File: src/hw/rtl/dks_pkg.sv
// ----------------------------------------------------------------------------
// DES key schedule package
// Shared types, permutation tables and helper functions for the key schedule.
// ----------------------------------------------------------------------------
package dks_pkg;

   localparam int DKS_ROUNDS      = 16;
   localparam int DKS_ROUND_W     = 4;
   localparam int DKS_KEY_W       = 64;
   localparam int DKS_HALF_W      = 28;
   localparam int DKS_CD_W        = 56;
   localparam int DKS_SUBKEY_W    = 48;
   localparam int DKS_RNUM_W      = 5;
   localparam int DKS_QUEUE_DEPTH = 2;

   localparam logic [DKS_ROUND_W-1:0] LAST_ROUND = DKS_ROUND_W'(DKS_ROUNDS - 1);

   // Bit r set: round r rotates both halves by two places, else by one.
   localparam logic [DKS_ROUNDS-1:0] ROT_TWO = 16'h7EFC;

   typedef logic [DKS_HALF_W-1:0]   half_type;
   typedef logic [DKS_SUBKEY_W-1:0] subkey_type;

   typedef struct packed {
      half_type c;
      half_type d;
   } cd_pair_type;

   // Parity-drop permutation: key bit positions, bit 1 is the key MSB.
   localparam logic [6:0] PC1_TABLE [DKS_CD_W] = '{
      7'd57, 7'd49, 7'd41, 7'd33, 7'd25, 7'd17, 7'd9,
      7'd1,  7'd58, 7'd50, 7'd42, 7'd34, 7'd26, 7'd18,
      7'd10, 7'd2,  7'd59, 7'd51, 7'd43, 7'd35, 7'd27,
      7'd19, 7'd11, 7'd3,  7'd60, 7'd52, 7'd44, 7'd36,
      7'd63, 7'd55, 7'd47, 7'd39, 7'd31, 7'd23, 7'd15,
      7'd7,  7'd62, 7'd54, 7'd46, 7'd38, 7'd30, 7'd22,
      7'd14, 7'd6,  7'd61, 7'd53, 7'd45, 7'd37, 7'd29,
      7'd21, 7'd13, 7'd5,  7'd28, 7'd20, 7'd12, 7'd4
   };

   // Compression permutation: positions in C:D, bit 1 is the MSB of C.
   localparam logic [5:0] PC2_TABLE [DKS_SUBKEY_W] = '{
      6'd14, 6'd17, 6'd11, 6'd24, 6'd1,  6'd5,
      6'd3,  6'd28, 6'd15, 6'd6,  6'd21, 6'd10,
      6'd23, 6'd19, 6'd12, 6'd4,  6'd26, 6'd8,
      6'd16, 6'd7,  6'd27, 6'd20, 6'd13, 6'd2,
      6'd41, 6'd52, 6'd31, 6'd37, 6'd47, 6'd55,
      6'd30, 6'd40, 6'd51, 6'd45, 6'd33, 6'd48,
      6'd44, 6'd49, 6'd39, 6'd56, 6'd34, 6'd53,
      6'd46, 6'd42, 6'd50, 6'd36, 6'd29, 6'd32
   };

   function automatic cd_pair_type pc1_select(input logic [DKS_KEY_W-1:0] key);
      logic [DKS_CD_W-1:0] cd;
      cd = '0;
      for (int i = 0; i < DKS_CD_W; i++) begin
         cd[DKS_CD_W-1-i] = key[6'(7'd64 - PC1_TABLE[i])];
      end
      return cd_pair_type'(cd);
   endfunction

   function automatic subkey_type pc2_select(input cd_pair_type cd);
      logic [DKS_CD_W-1:0] joined;
      subkey_type          sk;
      joined = cd;
      sk     = '0;
      for (int i = 0; i < DKS_SUBKEY_W; i++) begin
         sk[DKS_SUBKEY_W-1-i] = joined[6'(6'd56 - PC2_TABLE[i])];
      end
      return sk;
   endfunction

   function automatic half_type rotate_half(input half_type h, input logic two);
      return two ? {h[DKS_HALF_W-3:0], h[DKS_HALF_W-1:DKS_HALF_W-2]}
                 : {h[DKS_HALF_W-2:0], h[DKS_HALF_W-1]};
   endfunction

endpackage

File: src/hw/rtl/dks_if.sv
// ----------------------------------------------------------------------------
// DES key schedule channels
// Valid/ready channels for keys in and subkeys out.
// ----------------------------------------------------------------------------
interface dks_req_if import dks_pkg::*; ();
   logic                 valid;
   logic                 ready;
   logic [DKS_KEY_W-1:0] cipher_key;

   modport source (output valid, output cipher_key, input ready);
   modport sink   (input valid, input cipher_key, output ready);
endinterface

interface dks_rsp_if import dks_pkg::*; ();
   logic                  valid;
   logic                  ready;
   subkey_type            subkey;
   logic [DKS_RNUM_W-1:0] round_number;
   logic                  final_round;

   modport source (output valid, output subkey, output round_number,
                   output final_round, input ready);
   modport sink   (input valid, input subkey, input round_number,
                   input final_round, output ready);
endinterface

File: src/hw/rtl/des_key_schedule_top.sv
// ----------------------------------------------------------------------------
// DES key schedule
// Expands each 64-bit key into its sixteen 48-bit round subkeys, in order.
// ----------------------------------------------------------------------------
//
//   channel   direction   item                      per key
//   req_if    in          cipher_key (64 bits)      one item
//   rsp_if    out         subkey, round_number,     sixteen items
//                         final_round
//
// The round engine emits one subkey per cycle while rsp_if is ready, one
// rotation and compression permutation per subkey, and takes the next key as
// the current one emits its last subkey. The first subkey passes the queue,
// the C:D register and the subkey register on its way to rsp_if.
// Reset (synchronous) empties the queue and the engine; nothing else is kept.
// A stalled rsp_if holds the subkey register; keys keep entering until the
// queue between front end and engine is full, then req_if.ready drops.
// ----------------------------------------------------------------------------
module des_key_schedule_top import dks_pkg::*; #(
   parameter int QUEUE_DEPTH = DKS_QUEUE_DEPTH
) (
   input  logic       clock,
   input  logic       reset,
   dks_req_if.sink    req_if,
   dks_rsp_if.source  rsp_if
);

   logic        push_valid, push_ready;
   logic        pop_valid, pop_ready;
   cd_pair_type push_data, pop_data;

   // Front end: drop the parity bits of the incoming item and split C:D.
   dks_front u_front (
      .req        (req_if),
      .push_valid (push_valid),
      .push_ready (push_ready),
      .push_data  (push_data)
   );

   // Decouple key intake from the sixteen-round loop of the engine.
   dks_queue #(
      .DEPTH (QUEUE_DEPTH)
   ) u_queue (
      .clock      (clock),
      .reset      (reset),
      .push_valid (push_valid),
      .push_ready (push_ready),
      .push_data  (push_data),
      .pop_valid  (pop_valid),
      .pop_ready  (pop_ready),
      .pop_data   (pop_data)
   );

   // Round engine: advance C and D, emit one subkey item per round.
   dks_back u_back (
      .clock     (clock),
      .reset     (reset),
      .pop_valid (pop_valid),
      .pop_ready (pop_ready),
      .pop_data  (pop_data),
      .rsp       (rsp_if)
   );

endmodule

File: src/hw/rtl/dks_front.sv
// ----------------------------------------------------------------------------
// DES key schedule front end
// Accepts keys, applies the parity-drop permutation and pushes the C:D halves.
// ----------------------------------------------------------------------------
module dks_front import dks_pkg::*; (
   dks_req_if.sink     req,
   output logic        push_valid,
   input  logic        push_ready,
   output cd_pair_type push_data
);

   assign push_valid = req.valid;
   assign req.ready  = push_ready;
   assign push_data  = pc1_select(req.cipher_key);

endmodule

File: src/hw/rtl/dks_queue.sv
// ----------------------------------------------------------------------------
// DES key schedule queue
// Short FIFO of C:D halves between front end and round engine.
// ----------------------------------------------------------------------------
module dks_queue import dks_pkg::*; #(
   parameter int DEPTH = DKS_QUEUE_DEPTH
) (
   input  logic        clock,
   input  logic        reset,
   input  logic        push_valid,
   output logic        push_ready,
   input  cd_pair_type push_data,
   output logic        pop_valid,
   input  logic        pop_ready,
   output cd_pair_type pop_data
);

   localparam int PTR_W = (DEPTH > 1) ? $clog2(DEPTH) : 1;
   localparam int CNT_W = $clog2(DEPTH + 1);

   cd_pair_type      entry_ff [DEPTH];
   logic [PTR_W-1:0] wr_ptr_ff, wr_ptr_in;
   logic [PTR_W-1:0] rd_ptr_ff, rd_ptr_in;
   logic [CNT_W-1:0] count_ff, count_in;
   logic             do_push, do_pop;

   assign push_ready = (count_ff != CNT_W'(DEPTH));
   assign pop_valid  = (count_ff != '0);
   assign pop_data   = entry_ff[rd_ptr_ff];
   assign do_push    = push_valid && push_ready;
   assign do_pop     = pop_valid && pop_ready;

   always_comb begin
      wr_ptr_in = wr_ptr_ff;
      rd_ptr_in = rd_ptr_ff;
      count_in  = count_ff;
      if (do_push) begin
         wr_ptr_in = (wr_ptr_ff == PTR_W'(DEPTH - 1)) ? '0 : wr_ptr_ff + 1'b1;
      end
      if (do_pop) begin
         rd_ptr_in = (rd_ptr_ff == PTR_W'(DEPTH - 1)) ? '0 : rd_ptr_ff + 1'b1;
      end
      if (do_push && !do_pop) begin
         count_in = count_ff + 1'b1;
      end else if (do_pop && !do_push) begin
         count_in = count_ff - 1'b1;
      end
   end

   always_ff @(posedge clock) begin
      if (reset) begin
         wr_ptr_ff <= '0;
         rd_ptr_ff <= '0;
         count_ff  <= '0;
      end else begin
         wr_ptr_ff <= wr_ptr_in;
         rd_ptr_ff <= rd_ptr_in;
         count_ff  <= count_in;
      end
   end

   always_ff @(posedge clock) begin
      if (do_push) begin
         entry_ff[wr_ptr_ff] <= push_data;
      end
   end

endmodule

File: src/hw/rtl/dks_back.sv
// ----------------------------------------------------------------------------
// DES key schedule round engine; holds while a subkey waits on rsp.ready.
// Rotates C and D once per cycle and registers each compressed round subkey.
// ----------------------------------------------------------------------------
module dks_back import dks_pkg::*; (
   input  logic        clock,
   input  logic        reset,
   input  logic        pop_valid,
   output logic        pop_ready,
   input  cd_pair_type pop_data,
   dks_rsp_if.source   rsp
);

   logic                   active_ff, active_in;
   logic [DKS_ROUND_W-1:0] round_ff, round_in;
   cd_pair_type            cd_ff, cd_in;
   cd_pair_type            cd_rot;
   logic                   out_valid_ff, out_valid_in;
   subkey_type             subkey_ff;
   logic [DKS_RNUM_W-1:0]  rnum_ff;
   logic                   final_ff;
   logic                   advance, last;

   assign advance = active_ff && (!out_valid_ff || rsp.ready);
   assign last    = (round_ff == LAST_ROUND);
   // Take the next key when idle or as the current one emits its last subkey.
   assign pop_ready = !active_ff || (advance && last);

   assign cd_rot.c = rotate_half(cd_ff.c, ROT_TWO[round_ff]);
   assign cd_rot.d = rotate_half(cd_ff.d, ROT_TWO[round_ff]);

   always_comb begin
      active_in    = active_ff;
      round_in     = round_ff;
      cd_in        = cd_ff;
      out_valid_in = out_valid_ff;
      if (rsp.ready) begin
         out_valid_in = 1'b0;
      end
      if (advance) begin
         out_valid_in = 1'b1;
         cd_in        = cd_rot;
         round_in     = round_ff + 1'b1;
         if (last) begin
            active_in = 1'b0;
         end
      end
      if (pop_valid && pop_ready) begin
         active_in = 1'b1;
         round_in  = '0;
         cd_in     = pop_data;
      end
   end

   always_ff @(posedge clock) begin
      if (reset) begin
         active_ff    <= 1'b0;
         round_ff     <= '0;
         out_valid_ff <= 1'b0;
      end else begin
         active_ff    <= active_in;
         round_ff     <= round_in;
         out_valid_ff <= out_valid_in;
      end
   end

   always_ff @(posedge clock) begin
      cd_ff <= cd_in;
      if (advance) begin
         subkey_ff <= pc2_select(cd_rot);
         rnum_ff   <= DKS_RNUM_W'(round_ff) + 1'b1;
         final_ff  <= last;
      end
   end

   assign rsp.valid        = out_valid_ff;
   assign rsp.subkey       = subkey_ff;
   assign rsp.round_number = rnum_ff;
   assign rsp.final_round  = final_ff;

endmodule
File: src/flat_wrapper.sv
// flat-port wrapper written by rule: the top's interface ports become plain ports
module des_key_schedule_top_flat import dks_pkg::*;
#(
   parameter int QUEUE_DEPTH = DKS_QUEUE_DEPTH
)
  (clock, reset, req_if_valid, req_if_cipher_key, req_if_ready, rsp_if_valid, rsp_if_subkey, rsp_if_round_number, rsp_if_final_round, rsp_if_ready);
  dks_req_if req_if_i ();
  dks_rsp_if rsp_if_i ();
  input  logic clock;
  input  logic reset;
  input wire logic [$bits(req_if_i.valid)-1:0] req_if_valid;
  input wire logic [$bits(req_if_i.cipher_key)-1:0] req_if_cipher_key;
  output wire logic [$bits(req_if_i.ready)-1:0] req_if_ready;
  output wire logic [$bits(rsp_if_i.valid)-1:0] rsp_if_valid;
  output wire logic [$bits(rsp_if_i.subkey)-1:0] rsp_if_subkey;
  output wire logic [$bits(rsp_if_i.round_number)-1:0] rsp_if_round_number;
  output wire logic [$bits(rsp_if_i.final_round)-1:0] rsp_if_final_round;
  input wire logic [$bits(rsp_if_i.ready)-1:0] rsp_if_ready;
  assign req_if_i.valid = req_if_valid;
  assign req_if_i.cipher_key = req_if_cipher_key;
  assign req_if_ready = req_if_i.ready;
  assign rsp_if_valid = rsp_if_i.valid;
  assign rsp_if_subkey = rsp_if_i.subkey;
  assign rsp_if_round_number = rsp_if_i.round_number;
  assign rsp_if_final_round = rsp_if_i.final_round;
  assign rsp_if_i.ready = rsp_if_ready;
  des_key_schedule_top #(.QUEUE_DEPTH(QUEUE_DEPTH)) u_core (.clock(clock), .reset(reset), .req_if(req_if_i), .rsp_if(rsp_if_i));
endmodule
File: config.mk
export PLATFORM = sky130hd
export DESIGN_NAME = des_key_schedule_top_flat
export DESIGN_NICKNAME = d
export VERILOG_FILES = /design/src/hw/rtl/dks_pkg.sv /design/src/hw/rtl/dks_if.sv /design/src/hw/rtl/des_key_schedule_top.sv /design/src/hw/rtl/dks_front.sv /design/src/hw/rtl/dks_queue.sv /design/src/hw/rtl/dks_back.sv /design/src/flat_wrapper.sv
export SDC_FILE = /design/constraint.sdc
export NUM_CORES = 1
export LEC_CHECK = 0
export ABC_AREA = 1
export BUFFER_PORTS_ARGS = -buffer_cell sky130_fd_sc_hd__buf_2
export CORE_MARGIN = 2
export CORE_UTILIZATION = 35
export CTS_CLUSTER_DIAMETER = 120
export CTS_CLUSTER_SIZE = 10
export DETAILED_ROUTE_END_ITERATION = 7
export PLACE_DENSITY = 0.64
export RECOVER_POWER = 50
export SYNTH_ARGS = -nofsm -noshare
export SYNTH_HDL_FRONTEND = slang
export SYNTH_HIERARCHICAL = 1
export SYNTH_SLANG_ARGS = --single-unit
File: constraint.sdc
create_clock -name clock -period 4.34 [get_ports clock]
set_input_delay 0.868 -clock clock [delete_from_list [all_inputs] [get_ports clock]]
set_output_delay 0.868 -clock clock [all_outputs]
set_load 0.005 [all_outputs]
# Word level (Yosys, flattened, before mapping)
# Memories as Yosys holds them, arrays and structs flattened. A register that Yosys moved wholly into a read port is not among the register bits.
# Cells that the tools add are included.
# W data, S select, Z words.
dict set report word_totals {
  n_memories 2
  out_inout_bits 56
  rom_bits 16
  reg_bits 120
  word_cells 61
  in_bits 68
  ramBits 112
}
# name depth word_bits rd rd_clocked_by_memory_dff write_ports line_no
set mem_list {}
lappend mem_list {u_core.u_queue.entry_ff 2 56 1 1 1 dks_queue.sv:21} ;# cd_pair_type entry_ff [DEPTH];
lappend mem_list {{(name not given)} 16 1 1 1 0 dks_back.sv:30} ;# assign cd_rot.d = rotate_half(cd_ff.d, ROT_TWO[round_ff]);
dict set report op_classes {
  eq_ne 2
  magnitude_cmp 1
  n_addsub 6
  mux 20
  reduce_logical 19
}
# operator n
set ops {}
lappend ops {{$mux W56} 2}
lappend ops {{$mux W28} 2}
lappend ops {{$mux W1} 12}
lappend ops {{$reduce_bool A2 Y1} 5}
lappend ops {{$mux W4} 2}
lappend ops {{$logic_and A1 B1 Y1} 6}
lappend ops {{$add A4 B1 Y5 const B} 1}
lappend ops {{$lt A4 B5 Y1 const B} 1}
lappend ops {{$add A4 B1 Y4 const B} 1}
lappend ops {{$eq A4 B4 Y1 const B} 1}
lappend ops {{$logic_not A1 Y1} 4}
lappend ops {{$mux W2} 2}
lappend ops {{$add A1 B1 Y1 const B} 2}
lappend ops {{$add A2 B1 Y2 const B} 1}
lappend ops {{$logic_or A1 B1 Y1} 2}
lappend ops {{$ne A2 B2 Y1 const B} 1}
lappend ops {{$reduce_and A2 Y1} 1}
lappend ops {{$reduce_or A2 Y1} 1}
lappend ops {{$sub A2 B1 Y2 const B} 1}

# Logic depth before layout (Yosys ltp)
# Gate-level depths: netlist of the first run.
dict set report depth {
  depth_word 9
  ltp_mapped 14
}

# By module
# The synthesis of the first run kept the hierarchy.
# mod n_inst cells_per_inst area_each_um2 seq_area_each_um2
set modules_own_cells {}
lappend modules_own_cells {dks_back 1 496 5101.1 3413.3}
lappend modules_own_cells {dks_queue 1 211 4444.3 3463.3}
lappend modules_own_cells {dks_front 1 58 435.4 0.0}

# Worst setup path before layout of the first run
# Ideal clock, no wire load.
dict set report synth_timing {
  kind {input port to flip-flop}
  from {in req_if_valid}
  to {mem u_core/u_queue/entry_ff[0][0] (netlist name), enable pin}
  setup_slack_ns 0.487
  t_arrival_ns 3.383
  path_stages 3
  path_buffers 1
  setup_time_ns 0.470
  required_time_ns 3.870
  cell_sequence {buf_4 > nand2_1 > nor2_1}
}
dict set report synth_via {
  elab_chain_len 3
}
# item line_no
set synth_rtl {}
lappend synth_rtl {{start, declared} flat_wrapper.sv:11} ;# input wire logic [$bits(req_if_i.valid)-1:0] req_if_valid;
lappend synth_rtl {{$logic_and A1 B1 Y1} dks_queue.sv:30} ;# assign do_push = push_valid && push_ready;
lappend synth_rtl {{$mux W1} dks_queue.sv:63} ;# if (do_push) begin
lappend synth_rtl {{$mux W1 (not written as such)} dks_queue.sv:64} ;# entry_ff[wr_ptr_ff] <= push_data;
lappend synth_rtl {{end, declared} dks_queue.sv:21}
# Every way passes these cells.

# Worst setup path in the final report of the first run
dict set report layout_timing {
  from {reg u_core.u_back.round_ff[0]}
  to {reg u_core.u_queue.count_ff[1]}
}
dict set report layout_via {
  elab_chain_len 7
  word_cells_on_any_way 9
  classes_between {1 x eq/ne; 1 x mux; 7 x reduce/logical}
}
# item line_no
set layout_rtl {}
lappend layout_rtl {{start, declared} dks_back.sv:15} ;# logic [DKS_ROUND_W-1:0] round_ff, round_in;
lappend layout_rtl {{start signal, assigned} dks_back.sv:62} ;# round_ff <= round_in;
lappend layout_rtl {{$eq A4 B4 Y1 (*)} dks_back.sv:25} ;# assign last = (round_ff == LAST_ROUND);
lappend layout_rtl {{named net u_core.u_back.last} dks_back.sv:22} ;# logic advance, last;
lappend layout_rtl {{$logic_and A1 B1 Y1 (*)} dks_back.sv:27} ;# assign pop_ready = !active_ff || (advance && last);
lappend layout_rtl {{$logic_or A1 B1 Y1 (*)} dks_back.sv:27}
lappend layout_rtl {{named net u_core.pop_ready} des_key_schedule_top.sv:29} ;# logic pop_valid, pop_ready;
lappend layout_rtl {{$logic_and A1 B1 Y1 (*)} dks_queue.sv:31} ;# assign do_pop = pop_valid && pop_ready;
lappend layout_rtl {{$logic_not A1 Y1} dks_queue.sv:43} ;# if (do_push && !do_pop) begin
lappend layout_rtl {{$logic_and A1 B1 Y1} dks_queue.sv:43}
lappend layout_rtl {{$mux W2 / $reduce_bool A2 Y1 (equally long branches)} n/a}
lappend layout_rtl {{end signal, assigned} dks_queue.sv:58} ;# count_ff <= count_in;
lappend layout_rtl {{end, declared} dks_queue.sv:24} ;# logic [CNT_W-1:0] count_ff, count_in;
# The timed path passes the listed nets; every way through them passes the cells marked *.
# A chain may end at the register's enable or synchronous reset.

==> results of run 1 <==
[worst max-delay path, stage by stage (launching register included)]
cell and delay (ns):
dfxtp_1 0.40, ha_1 0.19, nand2_1 0.07, nor2_1 0.15
nand2_1 0.09, nand2_2 0.45, buf_4 0.49, nand2_1 0.10
ha_1 0.33, inv_1 0.08, nand3_1 0.09, nand2_1 0.07
inv_1 0.04, nor2_1 0.08
[flip-flops by register name, indices dropped and copies added (netlist names), named ones only]
signal and flops:
u_core/u_back/active_ff 1, u_core/u_back/cd_ff 56, u_core/u_back/round_ff 4, u_core/u_back/rsp.round_number 5, u_core/u_back/rsp.subkey 48, u_core/u_back/rsp.valid 1
u_core/u_queue/count_ff 2, u_core/u_queue/entry_ff 112, u_core/u_queue/rd_ptr_ff 1, u_core/u_queue/wr_ptr_ff 1
[layout by cell type, fill, tap and decap left out, drive strengths merged]
cell / Yosys / routed
diode: 0 / 1
dfxtp: 12 / 12
nand2: 155 / 155
nand3: 55 / 55
nand4: 3 / 3
a21oi: 43 / 43
inv: 44 / 46
ha: 2 / 2
nor2: 49 / 49
buf: 81 / 72
edfxtp: 221 / 221
o21ai: 30 / 30
mux2: 56 / 56
clkbuf: 14 / 88
[power groups by stage]
stage / combinational [W] / sequential (W) / clock (W)
2_1_floorplan: 0.00188 / 0.00377 / 0
3_3_place_gp: 0.00237 / 0.00393 / 0
3_5_place_dp: 0.00242 / 0.00395 / 0
4_1_cts: 0.00243 / 0.00392 / 0.00201
5_1_grt: 0.00266 / 0.00400 / 0.00210
6_report: 0.00236 / 0.00391 / 0.00195
[layer usage]
layer | routed length (µm) | up-vias
met5 | 16 | -
met4 | 368 | 2
met3 | 1160 | 27
met2 | 9150 | 139
met1 | 8670 | 2615
li1 | - | 2715
[metrics by stage]
stage / worst slack, ns / instances / util / instance area (µm²)
detailed placement: 1.28 / 1170 / 0.374 / 10500
floorplan: 0.487 / 765 / - / 9980
CTS: 1.67 / 1210 / 0.401 / 11200
global route: 1.42 / 1210 / 0.398 / 11100
finish: 1.62 / 1211 / 0.398 / 11100
global placement: 1.36 / 1170 / 0.374 / 10500
[final timing paths]
kind | end | slack, ns
worst max register to register | u_core/u_queue/count_ff[1] | 1.62
worst min register to register | flip-flop | 0.49
worst min-delay path | flip-flop | 0.49
worst max-delay path | u_core/u_queue/count_ff[1] | 1.62
[final cells by class]
type | count | area [µm²]
inverter | 44 | 165
tap | 378 | 473
clock inverter | 2 | 17.5
timing repair buffer | 122 | 574
antenna | 1 | 2.50
fill | 2710 | 16800
clock buffer | 38 | 717
sequential | 233 | 6880
multi-input combinational | 393 | 2290
[cell families after synthesis]
kind of cell,Yosys count,synth area share
AOI/OAI and AO/OA,73,0.0400
adders and majority gates,2,0.00251
buffers and inverters,139,0.0829
DFF,233,0.689
muxes,56,0.0782
and+or+nand+nor,262,0.107
==> results.md, run 1 <==
- The flow ran to the end, but the final reports show violations.
- The final reports fail on capacitance limit, slew limit.
- The post-CTS resize count is 0.
- The upper clock frequency limit is 368 MHz.
- The clock transition time at the flip-flop clock pins of the worst setup and hold paths is 0.06 ns.
- Post-CTS timing repair inserted 0 buffers for setup.
- Dividing total power by cell area gives a power density of 739 nW/µm².
- Each instance of the synthesized netlist takes up on average about 13 µm².
- Sorting the synthesized cells by how often they occur yields edfxtp_1, nand2_1, buf_4, nand3_1, nor2_1.
- In this run the number of H-tree levels came out at 1.
- The part of the cycle the worst path needs is 0.626.
- The length of the first detailed-routing pass in iterations is 5.
- The source of the worst hold timing path is u_core/u_queue/rd_ptr_ff.
- The worst hold path belongs to the class flip-flop to flip-flop.
- By startpoint and endpoint, the worst setup path is classified as flip-flop to flip-flop.
- The detailed router finished its first iteration with between 300 and 400 violations.
- The number of maximum-capacitance constraint violations is 3.
- The number of nets in the finished design is 891.
- By area the synthesized netlist is led by edfxtp_1, mux2_4, nand2_1, buf_4, nand3_1.
- The type of element launching the critical path is a flip-flop.
- Compared with the post-synthesis result, the final layout area differs by 11.5%.
- Summing every instance area after synthesis gives ~10000 µm².
- The clock latency of the later-clocked register in the worst-skew pair is 0.52 ns.
- The initial core utilization is 0.357.
- The clock passes through at most 3 buffers.
- The number of nets with antenna violations after routing is 0.
- The clock root buffer is clkbuf_16.
- Setup violations remaining at the end of the flow were counted as 0.
- The number of max-slew violations in the final report is roughly 230.
- The required time of the worst setup path is between 4 and 5 ns.
- The final RePlAce weighted congestion is 0.761.
- Power comes to 0.00822 W.
- The hold violation count in the final report was 0.
- The cell row count is between 60 and 70.
- The worst hold slack after final layout is slightly below 0.5 ns.
- The hold-fix buffer count after cts is 0.
- For this design, the sink count on the clock tree is 233.
- In this run the horizontal extent of the chip is between 150 and 200 µm.
- For this run, the register share of the synthesized area comes to 0.689.
- Measured in cells, the most critical reg-to-reg path has a length of 13.
- The number of remaining DRC errors is 0.
- The critical path capture point type is a flip-flop.
- The first global-routing pass estimated slightly above 30000 µm of wire.
- The via count of the first global-routing pass is 5557.
- The largest clock skew in the final design is around 0.015 ns.
- The top flip-flop cell by instance count after synthesis is edfxtp_1.
- The share of layout cells above drive strength 1 is 0.210.
- The power share of the clock group is 0.237.
- The largest area contributor in the synthesized netlist is edfxtp_1.
- The synthesized netlist net count is between 800 and 900.
- The number of flops mapped to enable cells by yosys is 221.
- The relative max-transition margin is -0.196.
- The leading cell type by number of instances after synthesis is edfxtp_1.
- Of the post-synthesis cell area, the dominant cell type holds 0.665.
- Setup total negative slack on the finished layout was measured at 0 ns.
- The share of flip-flops with an asynchronous set or reset after synthesis is 0.
- From bottom edge to top edge, the die measures 173 µm.
- Entering global routing, the biggest net connects approximately 110 pins.
- The number of stages on the worst hold path is 2.
- Summed over all layers, the routed wires come to between 15000 and 20000 µm.
- The number of top-level pins is 124.
- The via count is 5498.
- The internal power contribution is 0.00555 W.
- The synthesized design contains 233 register bits.
- In the global route stage, overall resource usage came out at 0.127.
- In this run, distinct cell masters in the synthesized netlist total 20.
- Summed over all nets, the switching power comes to 0.00267 W.
- The number of antenna violations at the first check in global routing is 2.
- The number of buffer cells added on primary ports is 115.
- Setup repair after global routing left no endpoint under its margin.
- The first element of the critical path is u_core/u_back/round_ff[0].
- After detailed routing, the average wire length per cell comes to 16.0 µm.
- The combinational share of power is 0.287.
- After global routing, the most crowded layer is met2.
- Yosys printed 6 warnings.
- Clock tree synthesis inserted a total of 27 buffers.
- For this run, global-route usage on met1 was measured as 0.166.
- The die covers roughly 30000 µm².
- The share of total power consumed by net switching is 0.325.
- The post-detailed-placement half-perimeter wirelength is 11500 µm.
- STA puts the critical path data arrival time at 3.18 ns.
- Synthesis handed over a netlist of 765 instances.
- Of the total power, registers draw 0.476.
- VDD sags by at most 0.000483 V.
- Counting I/O delays and the setup requirement, the final critical path takes 2.72 ns.
- In the global route stage, met3 resource usage came out at 0.0270.
- For this design the static power due to leakage is 4.23 nW.
- The peak fanout along the critical path is 34.
- The CTS tree is done.
- Global routing finished with a remaining overflow of 0.
- For the pin with the worst max-slew slack, the measured transition is roughly 1.8 ns.
- The origin of the critical flop-to-flop path is u_core/u_back/round_ff[0].
- The met2 track demand over resource is 0.215.
- In the routed layout, each cell is associated on average with a via count of between 4 and 5.
- The core region is 27900 µm².
No activity file was read; power rests on OpenSTA's default activity.
==> inputs of run 2 (changes only) <==
--- a/config.mk
+++ b/config.mk
@@ -12,7 +12,7 @@
 export CTS_CLUSTER_DIAMETER = 120
 export CTS_CLUSTER_SIZE = 10
 export DETAILED_ROUTE_END_ITERATION = 7
-export PLACE_DENSITY = 0.64
+export PLACE_DENSITY = 0.66
 export RECOVER_POWER = 50
 export SYNTH_ARGS = -nofsm -noshare
 export SYNTH_HDL_FRONTEND = slang
==> constraint.sdc (replaced) <==
create_clock -name clock -period 2.3 [get_ports clock]
set_input_delay 0.46 -clock clock [delete_from_list [all_inputs] [get_ports clock]]
set_output_delay 0.46 -clock clock [all_outputs]
set_load 0.005 [all_outputs]
==> results.md, run 2 (same netlist as run 1, synthesis figures left out) <==
- The flow ran to the end, and the final reports show no timing, DRC or antenna violations.
- The required time of the worst setup path is between 2 and 2.5 ns.
- The number of max-slew violations in the final report is 0.
- The largest register by flop count is u_core/u_queue/entry_ff.
- The number of antenna violations at the first check in global routing is 6.
- STA classifies the critical path startpoint as a flip-flop.
- The sum of negative setup slack is 0 ns.
- The routed layout has 5551 vias.
- The TritonCTS sink count is ~230.
- The initial detailed-routing violation count is 342.
- Setup repair after global routing left no endpoint under its margin.
- The first global-routing pass estimated 29800 µm of wire.
- The min-delay analysis places its worst path in the category input pin to flip-flop.
- After clock tree synthesis, the setup repair step added 0 buffers.
- In this run the static leakage power is 4.24 nW.
- The wire-length estimate of the detail-placed layout is 12400 µm.
- The horizontal die dimension is 173 µm.
- The area growth from synthesis to final layout is 12.6%.
- The pin slew with the least headroom to its limit is between 0.9 and 1 ns.
- In this run the worst path has a maximum fanout of 37.
- The power dissipated by switching net loads is between 0.004 and 0.005 W.
- After filler insertion, the fill cell instance count of the layout stands at 2668.
- In the global route stage, met2 resource usage came out at 0.208.
- The maximum level of the CTS H-tree is 1.
- Headroom to the max-slew limit came out at 0.384.
- The CTS buffer count is 27.
- VDD sags by at most between 0.0008 and 0.0009 V.
- The clock latency of the later-clocked register in the worst-skew pair is 0.51 ns.
- The mean routed wirelength per cell is 15.6 µm.
- The total power draw is around 0.016 W.
- The cell row count is about 60.
- The initial core utilization is 0.357.
- The worst reg2reg path endpoint is u_core/u_queue/entry_ff[1][24].
- The routed design could run at a clock period as short as 1.99 ns.
- In the global route stage, overall resource usage came out at 0.125.
- The part of the cycle the worst path needs is 0.864.
- In the global route stage, met3 resource usage came out at 0.0484.
- In this run the count of I/O pins placed on the die edge is 124.
- met2 is the most crowded layer.
- The total power divided by cell area is between 1000 and 1500 nW/µm².
- Cell internal power was estimated by the tool at 0.0105 W.
- Setup slack closes at 0.313 ns.
- The number of vias per cell after detailed routing is ~4.5.
- Setup violations remaining at the end of the flow were counted as 0.
- The number of buffer cells added on primary ports is about 120.
- The via count of the first global-routing pass is 5606.
- The detail route stage leaves a number of antenna-violating nets equal to 0.
- The longest clock path from root to sink contains 3 buffers.
- The source of the worst hold timing path is req_if_cipher_key[14].
- The flip-flop count of the largest register, all copies and words added is 112.
- Routability-driven placement finished with a final weighted congestion of about 0.77.
- At the end of the flow, the number of nets in the layout was 903.
- The number of remaining DRC errors is 0.
- The hold violation count in the final report came to 0.
- The core region is approximately 28000 µm².
- In the final layout, the share of cells above drive strength 1 is 0.203.
- The floorplan step defined a die boundary enclosing 29900 µm².
- In this run, post-CTS repair resized a total of 0 instances.
- The library cells used most frequently in the layout, excluding fill and tap cells, are edfxtp_1, nand2_1, clkbuf_1, nand3_1, buf_2.
- The upper clock frequency limit is a little over 500 MHz.
- The clock root buffer is clkbuf_16.
- The largest clock skew in the final design is 0.00796 ns.
- The worst setup path is of the flip-flop to flip-flop kind.
- The share of total power dissipated in the clock network is 0.233.
- The met1 track demand over resource in global routing is 0.149.
- The worst register-to-register path begins at u_core/u_queue/count_ff[0].
- Max-cap violations in this run came to 0.
- The largest net degree at the start of global routing is 47.
- The number of stages on the worst hold path is 1.
- The length of the first detailed-routing pass in iterations is 4.
- The placement-stage worst setup slack is approximately 0.35 ns.
- The register-to-register setup slack is roughly 0.31 ns.
- Of the total power, combinational logic draws 0.310.
- For the worst setup path, the data arrival time is 2.12 ns.
- The final layout contains routed wiring with a total length of 19100 µm.
- After clock tree synthesis, the clock-pin slew on the worst setup and hold paths is 0.05 ns.
- Leaving out fill and tap cells, the most frequent cell in the layout is edfxtp_1.
- The count of cells along the worst register-to-register path is 5.
- For hold timing, the worst endpoint is u_core/u_queue/entry_ff[1][46].
- The number of hold buffers added after CTS was 0.
- The CTS tree is done.
- Measured along the y axis, the die boundary spans 173 µm.
- Of the total power, registers draw 0.457.
- The critical path capture point type is a flip-flop.
- Of the total power, the share spent switching nets is 0.321.
- The leftover overflow at the end of global routing is 0.
[run 2: power by group through the flow]
stage / Clock (W) / Combinational, W / Sequential, W
2_1_floorplan: 0 / 0.00357 / 0.00708
3_3_place_gp: 0 / 0.00480 / 0.00715
5_1_grt: 0.00389 / 0.00539 / 0.00723
3_5_place_dp: 0 / 0.00492 / 0.00719
4_1_cts: 0.00373 / 0.00495 / 0.00711
6_report: 0.00362 / 0.00481 / 0.00710
[run 2: metrics by stage]
step / util / instances / hold WS [ns] / area [µm²]
2_1_floorplan: - / 765 / 0.465 / 9990
5_1_grt: 0.402 / 1220 / 0.113 / 11200
4_1_cts: 0.405 / 1220 / 0.107 / 11300
3_5_place_dp: 0.380 / 1182 / 0.482 / 10600
3_3_place_gp: 0.380 / 1182 / 0.473 / 10600
6_report: 0.402 / 1223 / 0.132 / 11200
[run 2: worst max-delay path by stage]
stage	from	to	slack, ns
2_1_floorplan	req_if_valid	u_core/u_queue/entry_ff[0][0]	-0.23
3_3_place_gp	rsp_if_ready	u_core/u_back/rsp.subkey[17]	0.36
3_5_place_dp	rsp_if_ready	u_core/u_back/rsp.subkey[17]	0.35
4_1_cts	u_core/u_back/round_ff[0]	u_core/u_back/cd_ff[33]	0.41
5_1_grt	u_core/u_queue/count_ff[0]	u_core/u_queue/entry_ff[1][24]	0.17
6_report	u_core/u_queue/count_ff[0]	u_core/u_queue/entry_ff[1][24]	0.31
[run 2: worst max-delay path, stage by stage (launching register included)]
cell	delay, ns
dfxtp_1	0.33
inv_1	0.09
nand2_1	0.12
nand2_1	0.19
nor2_4	0.13
buf_2	0.73
[run 2: layer usage]
layer  vias up  wire (µm)
met2       133       8890
met1      2633       8010
met5         -         27
li1       2739          -
met4         6        427
met3        40       1700
[run 2: layout make-up]
cell class,count,area (µm²),area share
clock inverters,1,8.76,0.000780
well taps,378,473,0.0421
inverters,44,169,0.0150
clock buffers,37,713,0.0635
multi-input cells,393,2290,0.204
flip-flops and latches,233,6880,0.613
repair buffers,134,684,0.0609
diodes,3,7.51,0.000668
==> inputs of run 3 (changes only) <==
--- a/config.mk
+++ b/config.mk
@@ -13,7 +13,7 @@
 export CTS_CLUSTER_SIZE = 10
 export DETAILED_ROUTE_END_ITERATION = 7
 export PLACE_DENSITY = 0.66
-export RECOVER_POWER = 50
+export RECOVER_POWER = 100
 export SYNTH_ARGS = -nofsm -noshare
 export SYNTH_HDL_FRONTEND = slang
 export SYNTH_HIERARCHICAL = 1
==> results.md, run 3 (same netlist as run 1, synthesis figures left out) <==
- The critical path capture point type is a flip-flop.
- Dividing the final minimum period by the clock period gives 0.866.
- The via count of the first global-routing pass was roughly 5600.
- In this run, post-CTS repair resized a total of 0 instances.
- The floorplan step defined a core boundary enclosing 27900 µm².
- The worst-case IR drop observed on VDD is 0.000797 V.
- Compared with the post-synthesis result, the final layout area differs by 12.3%.
- More flip-flops sit in one register than any other, and that register is u_core/u_queue/entry_ff.
- The clock root buffer is clkbuf_16.
- The number of antenna violations at the first check in global routing is 6.
- The number of vias per cell after detailed routing is about 4.5.
- The post-CTS setup-driven buffer insertion count is 0.
- The number of nets in the finished design is 903.
- The final cell count without fillers is approximately 1200.
- For this run, the total global-route usage over all layers was measured as 0.125.
- The register with the most flip-flops in the layout has 112 of them.
- Input and output buffers added on the ports amount to roughly 120.
- Setup repair after global routing left no endpoint under its margin.
- The share of total power consumed by net switching is 0.321.
- The number of hold buffers added after CTS was 0.
- For this configuration, the core starts out at a cell density of 0.357.
- The CTS tree is done.
- The endpoint identified for the worst register-to-register timing path is u_core/u_back/cd_ff[33].
- The clock transition time at the flip-flop clock pins of the worst setup and hold paths is roughly 0.060 ns.
- In the layout the commonest cells are edfxtp_1, nand2_1, clkbuf_1, nand3_1, buf_2.
- In this design, the critical path's most frequently occurring cell is nand2_1.
- The worst register-to-register path has a depth of 8.
- The peak fanout along the critical path is 23.
- The routed design has 19000 µm of wire.
- Fill cells in the final layout number 2675.
- The largest clock skew in the final design is 0.00785 ns.
- Traced cell by cell, the critical path runs through ha_1, nand2_1, nor2_1, nand2_1, nand2_1, nand2_4, nand2_2, buf_4.
- The detailed router finished its first iteration with between 300 and 400 violations.
- The number of remaining DRC errors is 0.
- The class of the tightest hold or removal check is input pin to flip-flop.
- The static power due to leakage is between 4 and 5 nW.
- The total power divided by cell area is 1380 nW/µm².
- For this block, the via count after detailed routing is 5553.
- Entering global routing, the biggest net connects 47 pins.
- Before CTS, the worst setup slack after placement is ~0.35 ns.
- For this run the aggregate overflow at the end of global routing stands at 0.
- In the final layout, the share of cells above drive strength 1 is 0.202.
- The origin of the critical flop-to-flop path is u_core/u_back/round_ff[0].
- The setup slack of the critical path after layout is 0.308 ns.
- The power dissipated by switching net loads is 0.00497 W.
- The register area is approximately 7000 µm².
- In the final routed layout, each cell accounts on average for 15.6 µm.
- The CTS buffer count is 27.
- In this run the vertical extent of the chip is roughly 170 µm.
- In this run the deepest clock path goes through 3 buffers.
- The wire length of the first global-routing pass is 29800 µm.
- CTS built an H-tree with a depth of 1.
- The cell row count is 61.
- Measured along the x axis, the die boundary spans 173 µm.
- The critical path's largest stage delay is around 0.42 ns.
- The total power draw is between 0.015 and 0.02 W.
- The most common cell after layout, fill and taps aside is edfxtp_1.
- The share of total power dissipated in sequential elements is 0.458.
- The multi-input combinational cells in the finished layout cover a total of 2290 µm².
- The share of total power dissipated in the clock network is 0.234.
- The required time of the worst setup path is 2.48 ns.
- The count of endpoints failing setup in the final report is 0.
- At the worst endpoint, the arrival time is 2.17 ns.
- Across all hold checks on the routed design, the worst slack comes to 0.132 ns.
- The post-detailed-placement half-perimeter wirelength is 12400 µm.
- The worst setup path is of the flip-flop to flip-flop kind.
- Max-cap violations in this run came to 0.
- The critical path starts at u_core/u_back/round_ff[0].
- The number of max-slew violations in the final report is 0.
- Based on the critical path, the design can be clocked at up to ~500 MHz.
- The flow ran to the end, and the final reports show no timing, DRC or antenna violations.
- STA classifies the critical path startpoint as a flip-flop.
- The critical path endpoint is u_core/u_back/cd_ff[33].
- For the pin with the worst max-slew slack, the measured transition is 0.926 ns.
- In this run the remaining antenna-violating nets after routing total 0.
- Counting tap cells, the placed design contains a total of 1182 instances.
- Internal power comes to 0.0105 W.
- The TritonCTS sink count is ~230.
- The relative max-transition margin is 0.383.
- Counting I/O delays and the setup requirement, the final critical path takes 1.99 ns.
- The number of top-level pins is 124.
- The area enclosed by the die boundary is 29900 µm².
- The hold violation count in the final report is 0.
- The length of the first detailed-routing pass in iterations is 4.
- The largest individual stage delay along the critical path comes from the cell dfxtp_1.
- The clock latency of the later-clocked register in the worst-skew pair is 0.51 ns.
- Adding up every negative setup slack in the final design gives 0 ns.
- The register-to-register setup slack is 0.31 ns.
- The congestion estimate from routability-driven global placement came to 0.767.
- The combinational share of power is 0.308.
[run 3: critical path, delay by kind of cell (launching register included)]
family                   cells  cell delay (ns)
adder cells (fa/ha/maj)      1             0.20
flip-flops                   1             0.42
AND/OR/NAND/NOR              6             0.69
buffers and inverters        1             0.32
[run 3: layout make-up]
type                    instances  area share
repair buffers                134      0.0593
flip-flops and latches        233       0.614
diodes                          4    0.000893
inverters                      44      0.0148
well taps                     378      0.0422
multi-input cells             393       0.204
clock inverters                 1    0.000781
clock buffers                  37      0.0636
[run 3: through the flow]
step / utilization / instance area (µm²)
after floorplan: - / 9990
after global routing: 0.401 / 11200
after detailed placement: 0.380 / 10600
after global placement: 0.380 / 10600
final: 0.401 / 11200
after CTS: 0.405 / 11300
[run 3: metal layers]
| metal | vias up | global-route usage | routed length [µm] |
|---|---|---|---|
| met4 | 6 | 0.0403 | 427 |
| met1 | 2629 | 0.149 | 7960 |
| li1 | 2738 | - | - |
| met5 | - | 0 | 27 |
| met3 | 40 | 0.0484 | 1730 |
| met2 | 140 | 0.208 | 8890 |
[run 3: worst min path at each step]
stage | cells after the start | endpoint | slack [ns] | startpoint
global route | 1 | u_core/u_queue/entry_ff[1][20] | 0.11 | req_if_cipher_key[57]
global placement | 2 | flip-flop | 0.47 | u_core/u_queue/rd_ptr_ff
finish | 1 | u_core/u_queue/entry_ff[1][46] | 0.13 | req_if_cipher_key[14]
floorplan | 2 | flip-flop | 0.46 | u_core/u_queue/rd_ptr_ff
detailed placement | 2 | flip-flop | 0.48 | u_core/u_queue/rd_ptr_ff
CTS | 1 | u_core/u_queue/entry_ff[1][46] | 0.11 | req_if_cipher_key[14]
[run 3: power groups by stage]
stage	Clock [W]	Combinational, W	Sequential [W]
6_report	0.00362	0.00477	0.00710
5_1_grt	0.00389	0.00536	0.00724
4_1_cts	0.00373	0.00495	0.00711
3_5_place_dp	0	0.00492	0.00719
3_3_place_gp	0	0.00480	0.00715
2_1_floorplan	0	0.00357	0.00708
